--- src/rtl/core/fps_pkg.sv ---
// ----------------------------------------------------------------------------
// fps_pkg
// Shared constants, point record and control types of the farthest point
// sampler.
// ----------------------------------------------------------------------------
package fps_pkg;

    localparam int MAX_POINTS = 64;
    localparam int COORD_W    = 24;
    localparam int IDX_W      = $clog2(MAX_POINTS);
    localparam int CNT_W      = $clog2(MAX_POINTS + 1);
    localparam int DIST_W     = 50;
    localparam int MAG_W      = COORD_W + 1;
    localparam int SQ_W       = 2 * MAG_W;
    localparam int PIPE_DEPTH = 3;
    localparam int RING_LEN   = MAX_POINTS + PIPE_DEPTH;
    localparam int PASS_W     = $clog2(RING_LEN);
    localparam int KEEP_W     = 7;
    localparam logic [KEEP_W-1:0] KEEP_RESET = 7'd16;

    // One stored point as it travels around the ring.
    typedef struct packed {
        logic                      valid;
        logic                      used;
        logic [IDX_W-1:0]          idx;
        logic signed [COORD_W-1:0] x;
        logic signed [COORD_W-1:0] y;
        logic signed [COORD_W-1:0] z;
        logic [DIST_W-1:0]         near_dist;
    } point_t;

    // Control from the sequencer to the distance stages.
    typedef struct packed {
        logic                      shift;
        logic                      clear;
        logic                      upd;
        logic                      init;
        logic signed [COORD_W-1:0] cx;
        logic signed [COORD_W-1:0] cy;
        logic signed [COORD_W-1:0] cz;
        logic [IDX_W-1:0]          cidx;
    } pipe_ctrl_t;

    typedef enum logic [2:0] {
        ST_LOAD,
        ST_ALL,
        ST_MINX,
        ST_DIST,
        ST_EMIT
    } state_t;

endpackage

--- src/rtl/core/fps_dist_pipe.sv ---
// ----------------------------------------------------------------------------
// fps_dist_pipe
// Three ring slots that compute the squared distance of each passing point
// to the chosen point and fold it into the point's nearest distance.
// ----------------------------------------------------------------------------
module fps_dist_pipe (
    input  logic               aclk,
    input  logic               aresetn,
    input  fps_pkg::pipe_ctrl_t ctrl,
    input  fps_pkg::point_t    d_in,
    output fps_pkg::point_t    d_out
);

    fps_pkg::point_t a_pt_reg, b_pt_reg, c_pt_reg;
    fps_pkg::point_t a_pt_next, b_pt_next, c_pt_next;
    logic [fps_pkg::MAG_W-1:0] a_mx_reg, a_my_reg, a_mz_reg;
    logic [fps_pkg::MAG_W-1:0] a_mx_next, a_my_next, a_mz_next;
    logic [fps_pkg::SQ_W-1:0]  b_sx_reg, b_sy_reg, b_sz_reg;
    logic [fps_pkg::SQ_W-1:0]  b_sx_next, b_sy_next, b_sz_next;
    logic signed [fps_pkg::MAG_W-1:0] dx, dy, dz;
    logic [fps_pkg::DIST_W-1:0] sum;

    // Stage A: absolute coordinate differences.
    always_comb begin
        dx = {d_in.x[fps_pkg::COORD_W-1], d_in.x} - {ctrl.cx[fps_pkg::COORD_W-1], ctrl.cx};
        dy = {d_in.y[fps_pkg::COORD_W-1], d_in.y} - {ctrl.cy[fps_pkg::COORD_W-1], ctrl.cy};
        dz = {d_in.z[fps_pkg::COORD_W-1], d_in.z} - {ctrl.cz[fps_pkg::COORD_W-1], ctrl.cz};
        a_mx_next = dx[fps_pkg::MAG_W-1] ? fps_pkg::MAG_W'(-dx) : fps_pkg::MAG_W'(dx);
        a_my_next = dy[fps_pkg::MAG_W-1] ? fps_pkg::MAG_W'(-dy) : fps_pkg::MAG_W'(dy);
        a_mz_next = dz[fps_pkg::MAG_W-1] ? fps_pkg::MAG_W'(-dz) : fps_pkg::MAG_W'(dz);
        a_pt_next = d_in;
    end

    // Stage B: squares.
    always_comb begin
        b_sx_next = a_mx_reg * a_mx_reg;
        b_sy_next = a_my_reg * a_my_reg;
        b_sz_next = a_mz_reg * a_mz_reg;
        b_pt_next = a_pt_reg;
    end

    // Stage C: sum, keep the nearer distance, mark the chosen point.
    always_comb begin
        sum = fps_pkg::DIST_W'(b_sx_reg) + fps_pkg::DIST_W'(b_sy_reg)
            + fps_pkg::DIST_W'(b_sz_reg);
        c_pt_next = b_pt_reg;
        if (ctrl.upd) begin
            if (ctrl.init || sum < b_pt_reg.near_dist) begin
                c_pt_next.near_dist = sum;
            end
            if (b_pt_reg.idx == ctrl.cidx) begin
                c_pt_next.used = 1'b1;
            end
        end
    end

    always_ff @(posedge aclk) begin
        if (!aresetn) begin
            a_pt_reg.valid <= 1'b0;
            b_pt_reg.valid <= 1'b0;
            c_pt_reg.valid <= 1'b0;
        end else if (ctrl.clear) begin
            a_pt_reg.valid <= 1'b0;
            b_pt_reg.valid <= 1'b0;
            c_pt_reg.valid <= 1'b0;
        end else if (ctrl.shift) begin
            a_pt_reg <= a_pt_next;
            b_pt_reg <= b_pt_next;
            c_pt_reg <= c_pt_next;
        end
    end

    always_ff @(posedge aclk) begin
        if (ctrl.shift) begin
            a_mx_reg <= a_mx_next;
            a_my_reg <= a_my_next;
            a_mz_reg <= a_mz_next;
            b_sx_reg <= b_sx_next;
            b_sy_reg <= b_sy_next;
            b_sz_reg <= b_sz_next;
        end
    end

    assign d_out = c_pt_reg;

endmodule

--- config.mk ---
export PLATFORM = sky130hd
export DESIGN_NAME = fps_dist_pipe
export DESIGN_NICKNAME = d
export VERILOG_FILES = /design/src/rtl/core/fps_pkg.sv /design/src/rtl/core/fps_dist_pipe.sv
export SDC_FILE = /design/constraint.sdc
export NUM_CORES = 2
export LEC_CHECK = 0
export ABC_AREA = 1
export BUFFER_PORTS_ARGS = -buffer_cell sky130_fd_sc_hd__clkbuf_2
export CAP_MARGIN = 30
export CORE_ASPECT_RATIO = 2
export CORE_MARGIN = 3
export CORE_UTILIZATION = 49
export DETAILED_ROUTE_END_ITERATION = 10
export PLACE_DENSITY = 0.74
export SLEW_MARGIN = 20
export SYNTH_ARGS = -nofsm -noshare
export SYNTH_HDL_FRONTEND = slang
export SYNTH_SLANG_ARGS = --single-unit
--- constraint.sdc ---
create_clock -name aclk -period 64.9 [get_ports aclk]
set_input_delay 12.98 -clock aclk [delete_from_list [all_inputs] [get_ports aclk]]
set_output_delay 12.98 -clock aclk [all_outputs]
set_load 0.005 [all_outputs]
# Word-level counts from Yosys, hierarchy flattened
# Cells that the tools add are included.
[totals]
register_bits = 615
input_bits = 214
out_inout_bits = 130
word_cells = 55
[classes]
n_addsub = 8
multipliers = 3
n_lt_le_gt_ge = 1
eq_ne = 1
n_mux = 7
bitwise = 2
reduce_logical = 3
[ops]
columns = ["operator", "count"]
rows = [
  ["$mul 25x25->50", 3],
  ["$add 50x50->50", 2],
  ["$mux 50", 2],
  ["$neg 25->25", 3],
  ["$sub 24x24->25", 3],
  ["$mux 24", 3],
  ["$lt 50x50->1", 1],
  ["$eq 6x6->1", 1],
  ["$reduce_and 3->1", 1],
  ["$mux 1", 2],
  ["$not 1->1", 2],
  ["$reduce_or 2->1", 1],
  ["$logic_or 1x1->1", 1],
]

# Longest topological paths before layout
[depth]
depth_word = 6
depth_mapped = 31
mapped_depth_nobuf = 29

# Least setup slack after synthesis
# OpenSTA, ideal clock, no wires.
[synth_path]
path_kind = "input to register"
startpoint = "in ctrl[80] in the netlist's numbering"
endpoint = "reg a_pt_reg[0] in the netlist's numbering, enable pin"
arrival_time_ps = 29119
required_ps = 63756
slack_ps = 34638
path_stages = 3
path_buffers = 0
cell_sequence = "inv_1 nand2_1 nor2_1"
[synth_between]
elab_chain_cells = 2
[synth_lines]
columns = ["item", "line_no", "text"]
rows = [
  ["start: declaration", "fps_dist_pipe.sv:9", "input fps_pkg::pipe_ctrl_t ctrl,"],
  ["$not 1->1 (no source line)", "-", ""],
  ["$reduce_and 3->1 (no source line)", "-", ""],
  ["end signal: assignment", "fps_dist_pipe.sv:67", "a_pt_reg <= a_pt_next;"],
  ["end: declaration", "fps_dist_pipe.sv:14", "fps_pkg::point_t a_pt_reg, b_pt_reg, c_pt_reg;"],
]
# No other way between the ends.
# A chain may end at the register's enable or synchronous reset.

# Final worst setup path
[layout_path]
startpoint = "in ctrl[81] in the netlist's numbering"
endpoint = "reg b_pt_reg[125] in the netlist's numbering, enable pin"
[layout_between]
elab_chain_cells = 1
[layout_lines]
columns = ["item", "line_no", "text"]
rows = [
  ["$reduce_and 3->1 (no source line)", "-", ""],
  ["end signal: assignment", "fps_dist_pipe.sv:68", "b_pt_reg <= b_pt_next;"],
  ["end: declaration", "fps_dist_pipe.sv:14", ""],
]
# No other way between the ends.

==> flow_summary.ini <==
[critical_path]
cp.arrival_ns = 16.00
r2r-end = b_sy_reg[31]$_DFFE_PP_
r2r_cells = 24
reg2reg_slack_ns = 57.38
path_class = in2reg
cp_max_fo = 111
end_kind = register
cp.required_ns = 65.33
startpoint_type = input pin
regToRegStartpoint = a_my_reg[18]$_DFFE_PP_

[yosys]
synthFlopType = edfxtp_1
yosysSeqAreaShare_pct = 20.7
syn_area_um2 = 88600
synth_common_cells = inv_1, nand2_1, fa_1, ha_1, edfxtp_1
async_reset_ff_share_pct = 0
synth_area_leaders = fa_1, edfxtp_1, inv_1
yosysWarnings = 0
synth.most_common_cell = inv_1
avgSynthCellArea_um2 = 8.57
yosysTopAreaCellShare_pct = 32.8
ys_ff_latch = 612
synth_edf_count = 609
ys_types = 58
synth_area_leader_cell = fa_1
syn_inst = 10300

[timing]
rsz0062_at_grt = no
finClkSkew_ns = 0.0985
slew_headroom_pct = 39.0
hold_slack_ns = 0.376
setup_viol = 0
post-route-period-util_pct = 24.0
hold_violations = 0
fmax_mhz = 64.2
slew_viol_final = 0
finalCriticalPeriod_ns = 15.58
worst_pin_slew_ns = 0.915
tns_ns = 0

[run]
cap_viol_max_count = 0

[global_route]
antenna_found_initial = 3
grt_pass1_vias = 75700
grt_first_pass_wirelength_um = 391000
track_usage_pct = 27.2
grt-ovfl-total = 0
grt_start_max_net_pins = 112

[clock_tree]
cts_buffer_depth = 3
cts_root_buffer = clkbuf_16
path_clk_slew_ns = 0.07
cts_sinks = 612
cts_resized = 0
cts_setup_buffers = 0
cts_htree_levels = 2
cts_hold_buf = 0
cts_made_buffers = 58
cts_tree = yes
insertion_delay_ns = 0.74

[die]
die-area_um2 = 186000
rows = 220
ios = 344
core_area_um2 = 179000
die_width_um = 307
initial_core_util_pct = 49.3
die_h_um = 607

[final_layout]
final_area_um2 = 95000
syn_to_final_growth_pct = 7.25
fin_util_pct = 52.9
fin_nets = 13000
drive_gt1_share_pct = 6.02

[run_status]
status = complete, but fails checks
violations = DRC

[hold_path]
hp-class = reg2reg
min-delay-start = b_pt_reg[57]$_DFFE_PP_
min_path_cells = 0
hold_end = d_out[57]$_DFFE_PP_

[place]
dpl.hpwl_um = 209000
place_area_um2 = 93000
routabilityCongestion = 1.03
port_buffers = 343

[routing]
avgViaCountPerCell = 5.21
num_vias = 67600
drt_wl_total_um = 249000
drt_iter0_drc = 3623
drc = 3
wl_per_cell_um = 19.2
postRouteAntennaNets = 0
drt_first_pass_iters = 9
-- metal layers --
metal  global-route usage [%]  share of wire, %  vias up
met2                     52.7                55     2419
met5                        0             0.013        -
met3                     3.63               4.8     1095
met4                     20.1               8.7        4
met1                     25.9                32    33000
li1                         -                 -    31100
-- cells in the final DEF (no fill, tap or decap), types with 9 or more instances in the layout --
cell type,Yosys,routed
fa_1,1450,1450
clkbuf_16,0,58
buf_4,1,81
clkbuf_2,0,342
nor3_1,40,40
nand2_2,44,44
a21o_1,21,21
nand2_1,2239,2239
xnor2_1,84,84
clkbuf_1,217,9
a31oi_1,26,26
o21ai_0,185,185
inv_2,9,9
a21boi_0,14,14
nor4_1,16,16
nand4_1,71,71
nand3_2,11,11
nand2_4,9,9
nor2_1,484,483
o21a_1,25,25
nor2_2,21,21
xor2_1,179,179
inv_1,3047,3047
edfxtp_1,609,609
a21oi_1,361,361
o21bai_1,28,28
nand3_1,315,315
ha_1,735,735
-- worst max path at each step --
stage                     cells after the start      from  slack (ns)                       to
after detailed placement                      6  ctrl[81]       48.33  b_pt_reg[126]$_DFFE_PP_
after global routing                          7  ctrl[81]       49.10     d_out[125]$_DFFE_PP_
after global placement                        6  ctrl[81]       48.44  a_pt_reg[124]$_DFFE_PP_
after floorplan                               3  ctrl[80]       34.64    a_pt_reg[0]$_DFFE_PP_
after CTS                                     6  ctrl[81]       49.19  b_pt_reg[126]$_DFFE_PP_
final                                         7  ctrl[81]       49.32  b_pt_reg[125]$_DFFE_PP_
-- logic make-up (layout without fill, tap and decap cells) --
family / count (synthesis) / count (layout) / share of synthesized area (%)
compound gates: 695 / 695 / 4.33
xor+xnor: 265 / 265 / 2.64
fa+ha+maj: 2185 / 2185 / 43.2
buf+inv: 3292 / 3598 / 14.0
flops: 612 / 612 / 20.7
other cells: 2 / 5 / 0.00848
simple gates: 3280 / 3280 / 15.1
-- critical path, cell delays in order --
cell and delay [ns]:
buf_8 0.35, inv_1 0.22, nor2_4 0.20, buf_12 0.47, buf_4 0.75, buf_4 0.49, buf_16 0.28
-- area by class of cell --
type                    instances  area, um2
repair buffers                431       2490
flip-flops and latches        612      18300
fillers                     16500      84500
clock buffers                  67       1490
inverters                    3059      11500
diodes                          2       5.00
clock inverters                41        454
multi-input cells            6428      57800
well taps                    2331       2920
-- through the flow --
step,std cells,worst slack (ns)
after floorplan,10300,34.64
after global placement,12900,48.44
after detailed placement,12900,48.33
after CTS,13000,49.19
after global routing,13000,49.10
final,13000,49.32
Power is not shown: default switching activity piles up to over one toggle a cycle in this logic, so the estimate is an artifact.
